===== src/rtl/dds_pkg.sv =====
// Shared constants and transaction types for the dense shortest-path unit.
// No dependencies; imported by dds_search, dense_dijkstra_shortest_paths_unit and its testbench.
`default_nettype none

package dds_pkg;

  // Graph size and weight width
  localparam int NODES       = 8;
  localparam int WEIGHT_BITS = 16;

  localparam int NODE_BITS = (NODES > 1) ? $clog2(NODES) : 1;
  localparam int ENTRIES   = NODES * NODES;
  localparam int POS_BITS  = $clog2(ENTRIES);
  // counter that can also hold NODES itself
  localparam int CNT_BITS  = NODE_BITS + 1;

  // Distances saturate at the top of the 19-bit range
  localparam int DIST_BITS = 19;
  localparam logic [DIST_BITS-1:0] DIST_MAX = {DIST_BITS{1'b1}};
  localparam int SUM_BITS  = ((DIST_BITS > WEIGHT_BITS) ? DIST_BITS : WEIGHT_BITS) + 1;

  // Reporting limit
  localparam int REPORT_MAX   = 8;
  localparam int REPORT_LIMIT = (NODES < REPORT_MAX) ? NODES : REPORT_MAX;

  // Fixed port widths
  localparam int EDGE_BITS       = 16;
  localparam int VERTEX_BITS     = 3;
  localparam int SOURCE_BITS     = 3;
  localparam int NODE_COUNT_BITS = 4;
  localparam int CFG_INDEX_BITS  = 2;
  localparam int CFG_DATA_BITS   = 8;

  // Register indexes on the configuration port
  localparam logic [CFG_INDEX_BITS-1:0] CFG_SOURCE_NODE = 2'd0;
  localparam logic [CFG_INDEX_BITS-1:0] CFG_NODE_COUNT  = 2'd1;

  // Weight memory write request
  typedef struct packed {
    logic                   en;
    logic [POS_BITS-1:0]    addr;
    logic [WEIGHT_BITS-1:0] data;
  } dds_wr_t;

  // Run start command
  typedef struct packed {
    logic                   start;
    logic [SOURCE_BITS-1:0] source;
    logic [CNT_BITS-1:0]    count;
  } dds_ctrl_t;

  // One reported vertex
  typedef struct packed {
    logic [VERTEX_BITS-1:0] vertex;
    logic [DIST_BITS-1:0]   path_length;
    logic                   reachable;
    logic                   last_result;
  } dds_result_t;

endpackage

`default_nettype wire


===== src/rtl/dds_search.sv =====
// Weight memory plus the search sequencer: scan for the next vertex, relax
// its row, then stream out the results. Depends on dds_pkg.
`default_nettype none

module dds_search (
  input  wire                       clk,
  input  wire                       rst,
  input  wire dds_pkg::dds_wr_t     wr,
  input  wire dds_pkg::dds_ctrl_t   ctrl,
  output logic                      idle,
  output logic                      rep_valid,
  input  wire                       rep_ready,
  output dds_pkg::dds_result_t      rep
);
  import dds_pkg::*;

  typedef enum logic [1:0] {
    S_IDLE,
    S_PICK,
    S_RELAX,
    S_REPORT
  } state_t;

  state_t state;

  // Weight memory, one write and one registered read port
  logic [WEIGHT_BITS-1:0] mem [ENTRIES];
  logic [WEIGHT_BITS-1:0] rdata;
  logic [POS_BITS-1:0]    rd_addr;

  // Per-vertex state
  logic [DIST_BITS-1:0] best_dist [NODES];
  logic [NODES-1:0]     inf;
  logic [NODES-1:0]     done;

  // Sequencer
  logic [CNT_BITS-1:0]  cnt;
  logic [NODE_BITS-1:0] round;
  logic [CNT_BITS-1:0]  count_r;

  // Running best candidate of the scan
  logic                 have;
  logic [NODE_BITS-1:0] ch_idx;
  logic                 ch_inf;
  logic [DIST_BITS-1:0] ch_d;

  // Row under relaxation
  logic [NODE_BITS-1:0] cur_m;
  logic [DIST_BITS-1:0] dist_m;
  logic                 p_valid;
  logic [NODE_BITS-1:0] p_k;

  logic [NODE_BITS-1:0] v;
  logic                 take;
  logic                 last_scan;
  logic [NODE_BITS-1:0] nx_idx;
  logic                 nx_inf;
  logic [DIST_BITS-1:0] nx_d;
  logic                 issue;
  logic [SUM_BITS-1:0]  sum_full;
  logic [DIST_BITS-1:0] sum_sat;
  logic                 improve;
  logic                 round_end;
  logic                 last_round;
  logic                 rep_last;

  // Scan step: least distance, ties to the highest index, unreached on top
  always_comb begin
    v    = cnt[NODE_BITS-1:0];
    take = 1'b0;
    if (!done[v]) begin
      if (!have) begin
        take = 1'b1;
      end else if (inf[v]) begin
        take = ch_inf;
      end else begin
        take = ch_inf || (best_dist[v] <= ch_d);
      end
    end
    nx_idx    = take ? v : ch_idx;
    nx_inf    = take ? inf[v] : ch_inf;
    nx_d      = take ? best_dist[v] : ch_d;
    last_scan = (state == S_PICK) && (int'(cnt) == NODES - 1);
  end

  // Relax step: saturating add and compare against the stored distance
  always_comb begin
    issue    = (state == S_RELAX) && (int'(cnt) < NODES);
    rd_addr  = POS_BITS'(int'(cur_m) * NODES + int'(cnt[NODE_BITS-1:0]));
    sum_full = SUM_BITS'(dist_m) + SUM_BITS'(rdata);
    sum_sat  = (sum_full > SUM_BITS'(DIST_MAX)) ? DIST_MAX : DIST_BITS'(sum_full);
    improve  = p_valid && !done[p_k] && (rdata != '0) &&
               (inf[p_k] || (sum_sat < best_dist[p_k]));
    // relax pass ends once the last column's read data is consumed
    round_end  = (state == S_RELAX) && p_valid && (int'(p_k) == NODES - 1);
    last_round = (int'(round) == NODES - 1);
  end

  // Result stream
  always_comb begin
    idle            = (state == S_IDLE);
    rep_valid       = (state == S_REPORT);
    rep_last        = (CNT_BITS'(cnt + 1'b1) == count_r);
    rep.vertex      = VERTEX_BITS'(cnt);
    rep.path_length = inf[cnt[NODE_BITS-1:0]] ? '0 : best_dist[cnt[NODE_BITS-1:0]];
    rep.reachable   = !inf[cnt[NODE_BITS-1:0]];
    rep.last_result = rep_last;
  end

  // Weight memory
  always_ff @(posedge clk) begin
    if (wr.en) begin
      mem[wr.addr] <= wr.data;
    end
    rdata <= mem[rd_addr];
  end

  // Sequencer and vertex state
  always_ff @(posedge clk) begin
    if (rst) begin
      state   <= S_IDLE;
      p_valid <= 1'b0;
      have    <= 1'b0;
      cnt     <= '0;
      round   <= '0;
      count_r <= '0;
      inf     <= '1;
      done    <= '0;
    end else begin
      p_valid <= issue;
      if (issue) begin
        p_k <= cnt[NODE_BITS-1:0];
      end
      unique case (state)
        S_IDLE: begin
          if (ctrl.start) begin
            for (int i = 0; i < NODES; i++) begin
              inf[i]       <= !(int'(ctrl.source) == i);
              done[i]      <= 1'b0;
              best_dist[i] <= '0;
            end
            count_r <= ctrl.count;
            cnt     <= '0;
            round   <= '0;
            have    <= 1'b0;
            state   <= S_PICK;
          end
        end
        S_PICK: begin
          ch_idx <= nx_idx;
          ch_inf <= nx_inf;
          ch_d   <= nx_d;
          if (last_scan) begin
            done[nx_idx] <= 1'b1;
            cur_m        <= nx_idx;
            dist_m       <= nx_d;
            cnt          <= '0;
            have         <= 1'b0;
            if (!nx_inf) begin
              state <= S_RELAX;
            end else if (last_round) begin
              // unreached pick closes the last round with no relax pass
              state <= (count_r == '0) ? S_IDLE : S_REPORT;
            end else begin
              round <= round + 1'b1;
            end
          end else begin
            have <= have | take;
            cnt  <= cnt + 1'b1;
          end
        end
        S_RELAX: begin
          // close a round: next scan, or once every vertex is done the report (idle if the report count is zero)
          if (round_end) begin
            cnt <= '0;
            if (last_round) begin
              state <= (count_r == '0) ? S_IDLE : S_REPORT;
            end else begin
              round <= round + 1'b1;
              state <= S_PICK;
            end
          end else if (issue) begin
            cnt <= cnt + 1'b1;
          end
          if (improve) begin
            best_dist[p_k] <= sum_sat;
            inf[p_k]       <= 1'b0;
          end
        end
        S_REPORT: begin
          if (rep_ready) begin
            cnt <= cnt + 1'b1;
            if (rep_last) begin
              state <= S_IDLE;
            end
          end
        end
        default: state <= S_IDLE;
      endcase
    end
  end

`ifndef NO_ASSERTIONS
  // each finished round has marked exactly one vertex visited
  a_done_count: assert property (@(posedge clk) disable iff (rst)
    state == S_PICK |-> $countones(done) == int'(round))
    else $error("visited count out of step with round");

  // only a visited, reached vertex has its row relaxed
  a_relax_row: assert property (@(posedge clk) disable iff (rst)
    state == S_RELAX |-> done[cur_m] && !inf[cur_m])
    else $error("relaxing an unvisited or unreached row");

  // memory read data is consumed only inside a relax pass
  a_pipe: assert property (@(posedge clk) disable iff (rst)
    p_valid |-> state == S_RELAX)
    else $error("relax stage active outside relax");

  // no result beyond the report count
  a_rep_count: assert property (@(posedge clk) disable iff (rst)
    rep_valid |-> cnt < count_r)
    else $error("result index past report count");
`endif

endmodule

`default_nettype wire


===== src/rtl/dense_dijkstra_shortest_paths_unit.sv =====
// Top level: configuration registers, matrix load, output register.
// Depends on dds_pkg and dds_search.
//
//  channel  | handshake            | payload
//  ---------+----------------------+----------------------------------------------
//  in       | in_valid / in_ready  | edge_weight, last_entry
//  out      | out_valid / out_ready| vertex, path_length, reachable, last_result
//  cfg      | cfg_valid / cfg_ready| cfg_index, cfg_data
//
// A plain matrix entry is stored in the weight memory. The entry with last_entry
// set starts a run of NODES rounds; each round is a scan of every vertex by the
// shared compare unit plus, for a reached vertex, a pass over its row through the
// weight memory's read port and the shared adder; then the results stream out,
// held while out_ready is low. in_ready is low for the whole run and its report.
// Synchronous active-high reset; the weight memory is not cleared.
`default_nettype none

module dense_dijkstra_shortest_paths_unit (
  input  wire                                  clk,
  input  wire                                  rst,
  input  wire                                  in_valid,
  output logic                                 in_ready,
  input  wire  [dds_pkg::EDGE_BITS-1:0]        edge_weight,
  input  wire                                  last_entry,
  output logic                                 out_valid,
  input  wire                                  out_ready,
  output logic [dds_pkg::VERTEX_BITS-1:0]      vertex,
  output logic [dds_pkg::DIST_BITS-1:0]        path_length,
  output logic                                 reachable,
  output logic                                 last_result,
  input  wire                                  cfg_valid,
  output logic                                 cfg_ready,
  input  wire  [dds_pkg::CFG_INDEX_BITS-1:0]   cfg_index,
  input  wire  [dds_pkg::CFG_DATA_BITS-1:0]    cfg_data
);
  import dds_pkg::*;

  logic [SOURCE_BITS-1:0]     source_node;
  logic [NODE_COUNT_BITS-1:0] node_count;
  logic [POS_BITS-1:0]        load_position;
  logic [CNT_BITS-1:0]        rep_count;

  dds_wr_t     wr;
  dds_ctrl_t   ctrl;
  dds_result_t rep;
  logic        idle;
  logic        rep_valid;
  logic        rep_ready;
  logic        in_take;

  // Configuration registers
  assign cfg_ready = 1'b1;

  always_ff @(posedge clk) begin
    if (rst) begin
      source_node <= '0;
      node_count  <= NODE_COUNT_BITS'(REPORT_MAX);
    end else if (cfg_valid) begin
      unique case (cfg_index)
        CFG_SOURCE_NODE: source_node <= cfg_data[SOURCE_BITS-1:0];
        CFG_NODE_COUNT:  node_count  <= cfg_data[NODE_COUNT_BITS-1:0];
        default: ;
      endcase
    end
  end

  // Report count clamped to what the block can report
  always_comb begin
    if (int'(node_count) > REPORT_LIMIT) begin
      rep_count = CNT_BITS'(REPORT_LIMIT);
    end else begin
      rep_count = CNT_BITS'(node_count);
    end
  end

  // Matrix load
  assign in_ready = idle;
  assign in_take  = in_valid && idle;

  always_comb begin
    wr.en       = in_take;
    wr.addr     = load_position;
    wr.data     = WEIGHT_BITS'(edge_weight);
    ctrl.start  = in_take && last_entry;
    ctrl.source = source_node;
    ctrl.count  = rep_count;
  end

  always_ff @(posedge clk) begin
    if (rst) begin
      load_position <= '0;
    end else if (in_take) begin
      if (last_entry || (int'(load_position) == ENTRIES - 1)) begin
        load_position <= '0;
      end else begin
        load_position <= load_position + 1'b1;
      end
    end
  end

  dds_search u_search (
    .clk       (clk),
    .rst       (rst),
    .wr        (wr),
    .ctrl      (ctrl),
    .idle      (idle),
    .rep_valid (rep_valid),
    .rep_ready (rep_ready),
    .rep       (rep)
  );

  // Output register
  assign rep_ready = !out_valid || out_ready;

  always_ff @(posedge clk) begin
    if (rst) begin
      out_valid <= 1'b0;
    end else if (rep_ready) begin
      out_valid <= rep_valid;
    end
  end

  always_ff @(posedge clk) begin
    if (rep_ready && rep_valid) begin
      vertex      <= rep.vertex;
      path_length <= rep.path_length;
      reachable   <= rep.reachable;
      last_result <= rep.last_result;
    end
  end

endmodule

`default_nettype wire


===== config.mk =====
export PLATFORM = sky130hd
export DESIGN_NAME = dense_dijkstra_shortest_paths_unit
export DESIGN_NICKNAME = d
export VERILOG_FILES = /design/src/rtl/dds_pkg.sv /design/src/rtl/dds_search.sv /design/src/rtl/dense_dijkstra_shortest_paths_unit.sv
export SDC_FILE = /design/constraint.sdc
export NUM_CORES = 1
export LEC_CHECK = 0
export BUFFER_PORTS_ARGS = -buffer_cell sky130_fd_sc_hd__buf_2
export CELL_PAD_IN_SITES_DETAIL_PLACEMENT = 1
export CELL_PAD_IN_SITES_GLOBAL_PLACEMENT = 1
export CORE_UTILIZATION = 45
export DETAILED_ROUTE_END_ITERATION = 16
export GPL_TIMING_DRIVEN = 0
export PLACE_DENSITY = 0.63
export SYNTH_ARGS = -nofsm -noshare
export SYNTH_HDL_FRONTEND = slang
export SYNTH_SLANG_ARGS = --single-unit

===== constraint.sdc =====
create_clock -name clk -period 14.7 [get_ports clk]
set_input_delay 0.735 -clock clk [delete_from_list [all_inputs] [get_ports clk]]
set_output_delay 0.735 -clock clk [all_outputs]
set_load 0.005 [all_outputs]

==> Word-level counts from Yosys, hierarchy flattened <==
Memory sizes are Yosys's and may differ from the RTL's. A register that Yosys moved wholly into a read port is not among the register bits.
Index checks and enable logic that the tools add are counted.
{ "totals": {"ff_bits": 117, "mem_bits_rw": 1176, "output_inout_bits": 27, "elab_cells": 185, "memories": 2} }
{ "memory_table": {"columns": ["name", "words", "word_bits", "rd", "rd_clocked_by_memory_dff", "wr", "line", "source"], "rows": [
  ["u_search.mem", 64, 16, 1, 1, 1, "dds_search.sv:27", "logic [WEIGHT_BITS-1:0] mem [ENTRIES];"],
  ["u_search.best_dist", 8, 19, 2, 2, 8, "dds_search.sv:32", "logic [DIST_BITS-1:0] best_dist [NODES];"]
]} }
{ "op_classes": {"add_sub_neg": 5, "magnitude_cmp": 10, "eq_ne": 25, "n_mux": 68, "n_bitwise": 5, "n_reduce_logical": 48} }
{ "op_table": {"columns": ["cell", "n"], "rows": [
  ["$mux 19", 3],
  ["$mux 8", 4],
  ["$pmux 8 s2", 2],
  ["$mux 3", 10],
  ["$mux 4", 6],
  ["$mux 1", 23],
  ["$add 19x16->20", 1],
  ["$gt 20x19->1 const B", 1],
  ["$le 19x19->1", 1],
  ["$lt 19x19->1", 1],
  ["$reduce_or 19->1", 1],
  ["$mux 2", 9],
  ["$pmux 4 s4", 1],
  ["$reduce_bool 16->1", 1],
  ["$bmux 1 s3", 4],
  ["$eq 3x3->1 const B", 4],
  ["$logic_and 1x1->1", 12],
  ["$lt 3x4->1 const B", 3],
  ["$ne 2x1->1 const B", 6],
  ["$reduce_and 2->1", 6],
  ["$reduce_and 3->1", 4],
  ["$logic_not 1->1", 11],
  ["$eq 3x1->1 const B", 3],
  ["$pmux 3 s3", 1],
  ["33 further kinds", 43]
]} }

==> Logic depth before layout (Yosys ltp) <==
{ "logic_depth": {"ltp_word": 13, "mapped_depth": 21, "ltp_nobuf": 17} }

==> Hierarchy <==
A second synthesis with hierarchy kept.
{ "unflattened": {"hier_cells": 2777, "hier_area_um2": 54220.8} }
{ "by_module_without_submodules": {"columns": ["module", "n_inst", "cells_per_inst", "area_per_inst_um2", "seq_area_each_um2"], "rows": [
  ["dds_search", 1, 2681, 52868.2, 37816.3],
  ["dense_dijkstra_shortest_paths_unit", 1, 96, 1352.5, 1001.0]
]} }

==> Least setup slack after synthesis <==
OpenSTA, ideal clock, no wires.
{ "synth_timing": {"kind": "register -> register", "from": "reg u_search.dist_m[0]", "to": "mem u_search.best_dist[1][0], enable pin", "setup_ps": 421, "arrival_time_ps": 5773, "setup_slack_ps": 8505, "path_stages_with_launch": 21, "path_buffers": 3, "cell_sequence": "edfxtp_1 -> ha_1 -> fa_1 -> a21o_1 -> a21oi_1 -> o21ai_0 -> a2111oi_0 -> o21ai_0 -> and3_1 -> clkbuf_1 -> nor2_1 -> ha_1 -> a21o_1 -> a21o_1 -> a21oi_1 -> o221ai_1 -> or4b_1 -> o21a_1 -> clkbuf_1 -> clkbuf_1 -> o21ai_0"} }
{ "synth_lines": {"columns": ["item", "line", "source"], "rows": [
  ["from (decl)", "dds_search.sv:49", "logic [DIST_BITS-1:0] dist_m;"],
  ["from (signal assigned)", "dds_search.sv:156", "dist_m <= nx_d;"],
  ["to (decl)", "dds_search.sv:32", null]
]} }

==> metrics.csv <==
metric;value;unit
status;finished, final reports clean;
via_count;29160;
drv_slew;0;
power;0.008136;W
post_cts_buffers;0;
synth_compound_area_share;2.828;%
drcViolationCount;0;
hold_viol;0;
yosys_most_used_dff;edfxtp_1;
setup_viol;0;
holdWs;0.2560;ns
first_pass_iters;5;
reg2reg_from;u_search.dist_m[1];
post_drt_wl_per_cell;32.65;um
fin_nets;3122;
die_h;349.8;um
cp.arrival;7.71;ns
finalCritPeriodShare;49.94;%
via_per_inst;6.129;
vdd_drop_max;0.1274;mV
crit_start;u_search.dist_m[1];
drt_iter0_markers;2687;
synth_area_leader_cell;edfxtp_1;
max_freq;0.1362;GHz
rsz0062_at_grt;false;
core_region_area;120000;um2
area_growth;14.79;%
grt_pass1_wl;220800;um
synthAdderAreaFrac;1.462;%
synth.avg_cell_area;19.66;um2
finalSetupTns;0;ns
endpoint_kind;register;
worst_pin_slew;1.373;ns
overflow;0;
num_rows;127;
critPathBufInv;4;
synth_most_common_cell;edfxtp_1;
max_slew_margin;8.460;%
io_buffer_count;52;
start_util;45.36;%
clock_path_buffers;3;
slowest_stage;o21ai_4;
synth_mux_area_share;18.46;%
wl;155300;um
synth_warnings;0;
drive_gt1_share;27.43;%
critPathRequiredTime;15.07;ns
ant_nets;0;
post-route-util;52.07;%
cts.sinks;1315;
hpwl;105800;um
dieArea;122300;um2
synth.area.top_cells;edfxtp_1 69%, mux4_2 17%, dfxtp_1 2.5%;
gp_congestion;0.8802;
synth_top_family_by_area;multiplexers;
grt_max_degree;65;
start_kind;register;
ys_ff_latch;1315;
synth_cells;2768;
mappedNetlistNets;2863;
crit_top_cell;clkbuf_1;
yosysTopAreaCellShare;68.86;%
cts_tree;done;
synth_enable_flop_cells;1248;
hold_start;cfg_data[0];
clock_skew;0.01918;ns
dp.cells;4492;
clock_latency;0.76;ns
postSynth.asyncResetShare;0;%
cts-root-buf;clkbuf_16;
grt_pass1_vias;30140;
antenna_found_initial;8;
critPathKind;register to register;
cp_top_family;compound AO/OA/AOI/OAI gates;
yosys-top-cells-count;1,248 x edfxtp_1, 419 x mux4_2, 124 x clkbuf_1;
netlist_area;54420;um2
power_per_cell_area;130.2;nW/um2
io_pins;59;
cts_resized;0;
synth-xor-area-share;0.3219;%
critPathMaxStageDelay;0.87;ns
yosys.area_share.simple;3.959;%
final_cells;4757;
fillers;10710;
die_x;349.8;um
cts_made_buffers;143;
hold_buffers;0;
cp_cell_sequence;ha_1 > a21o_1 > a21oi_1 > o211ai_1 > a32o_1 > o211a_1 > clkbuf_1 > nor2_1 > inv_1 > ha_1 > a211oi_1 > o211ai_1 > a31oi_1 > o221ai_1 > or4b_1 > o21a_1 > clkbuf_1 > clkbuf_1 > o21ai_4;
clk_pin_slew;0.06;ns
cp_max_fo;19;
period_minus_slack;7.341;ns
yosysUniqueCellTypes;68;
htreeDepth;4;
grt_usage;25.74;%
seq_area_frac_synth;71.32;%
hold_path.class;input pin to register;
p_leak;19.57;nW
maxCapViolCount;0;
worst min-delay path, delay by kind of cell:
family | cells | cell delay, ns
multiplexers | 1 | 0.06
buffers and inverters | 1 | 0.09
AND/OR/NAND/NOR | 1 | 0.08
worst paths after layout:
check | end | slack (ns) | depth (start not counted)
max | u_search.best_dist[6][4] | 7.36 | 19
min | node_count[0] | 0.26 | 3
max reg2reg | u_search.best_dist[6][4] | 7.36 | 19
min reg2reg | u_search.round[1] | 0.48 | 2
cells by family (layout without fill, tap and decap cells):
family | Yosys count | after routing
multiplexers | 476 | 476
AND/OR/NAND/NOR | 435 | 435
other | 1 | 3
flip-flops | 1315 | 1315
buffers and inverters | 229 | 604
adder cells (fa/ha/maj) | 63 | 63
AO/OA/AOI/OAI | 229 | 229
XOR/XNOR | 20 | 20
flip-flops by register name, indices dropped and copies added, names as in the netlist, 4 cells and up, named ones only:
name                flops
load_position           6
u_search.inf            8
u_search.ch_d          19
path_length            19
u_search.done           8
u_search.cnt            4
u_search.best_dist    152
u_search.dist_m        19
u_search.count_r        4
u_search.mem         1024
node_count              4
u_search.rdata         16
layout by cell type, fill, tap and decap left out, types with 7 or more instances in the layout:
cell type | Yosys | layout
nor2b_1 | 23 | 22
clkbuf_16 | 0 | 148
dfxtp_1 | 67 | 67
mux4_2 | 419 | 419
a21o_1 | 16 | 16
o21a_1 | 11 | 11
buf_8 | 0 | 38
nand2b_1 | 8 | 8
mux2i_1 | 32 | 32
xor2_1 | 9 | 9
nand2_1 | 70 | 70
nor2_2 | 0 | 60
buf_4 | 2 | 15
nor2_1 | 111 | 51
o21ai_2 | 0 | 7
ha_1 | 62 | 62
clkbuf_1 | 124 | 155
a21oi_1 | 55 | 55
nand3b_1 | 13 | 13
nor3b_1 | 9 | 8
nor4_1 | 23 | 21
clkinv_2 | 0 | 26
inv_1 | 46 | 46
mux2_2 | 23 | 23
edfxtp_1 | 1248 | 1248
o41ai_1 | 8 | 8
nor3_1 | 121 | 119
or2_2 | 7 | 7
nand4_1 | 12 | 12
a31oi_1 | 13 | 13
buf_16 | 0 | 10
o21ai_0 | 47 | 39
xnor2_1 | 11 | 11
buf_1 | 43 | 43
bufinv_16 | 0 | 9
clkinv_1 | 0 | 33
buf_6 | 2 | 10
nand3_1 | 14 | 14
a211oi_1 | 38 | 38
buf_2 | 10 | 53
per-layer routing:
metal	wire (um)	vias up	track usage (%)	share of wire (%)
li1	-	12050	-	-
met1	63170	15830	34.10	41
met2	78320	1017	43.39	50
met3	8433	254	3.827	5.4
met4	5345	10	9.336	3.4
met5	66	-	0	0.042
stage by stage:
| step | setup WS (ns) | area [um2] |
|---|---|---|
| 6_report | 7.359 | 62470 |
| 5_1_grt | 7.143 | 62470 |
| 4_1_cts | 7.341 | 62410 |
| 3_5_place_dp | 7.372 | 57890 |
| 3_3_place_gp | 5.248 | 56700 |
| 2_1_floorplan | 8.505 | 54420 |
area by class of cell:
| cell class | count | area [um2] | share of cell area [%] |
|---|---|---|---|
| diodes | 2 | 5.005 | 0.008011 |
| flip-flops and latches | 1315 | 38820 | 62.13 |
| multi-input cells | 1224 | 14930 | 23.90 |
| repair buffers | 114 | 1289 | 2.063 |
| inverters | 48 | 180.2 | 0.2884 |
| clock buffers | 179 | 3820 | 6.114 |
| clock inverters | 82 | 701.9 | 1.124 |
| well taps | 1612 | 2017 | 3.228 |
| plain buffers | 181 | 714.4 | 1.144 |
power by group:
part	total [W]	switching [W]	internal (W)
Sequential	0.00418	0.0000238	0.00416
Clock	0.00348	0.00147	0.00201
Combinational	0.000475	0.000317	0.000158
Power figures use the tool's default switching activity.
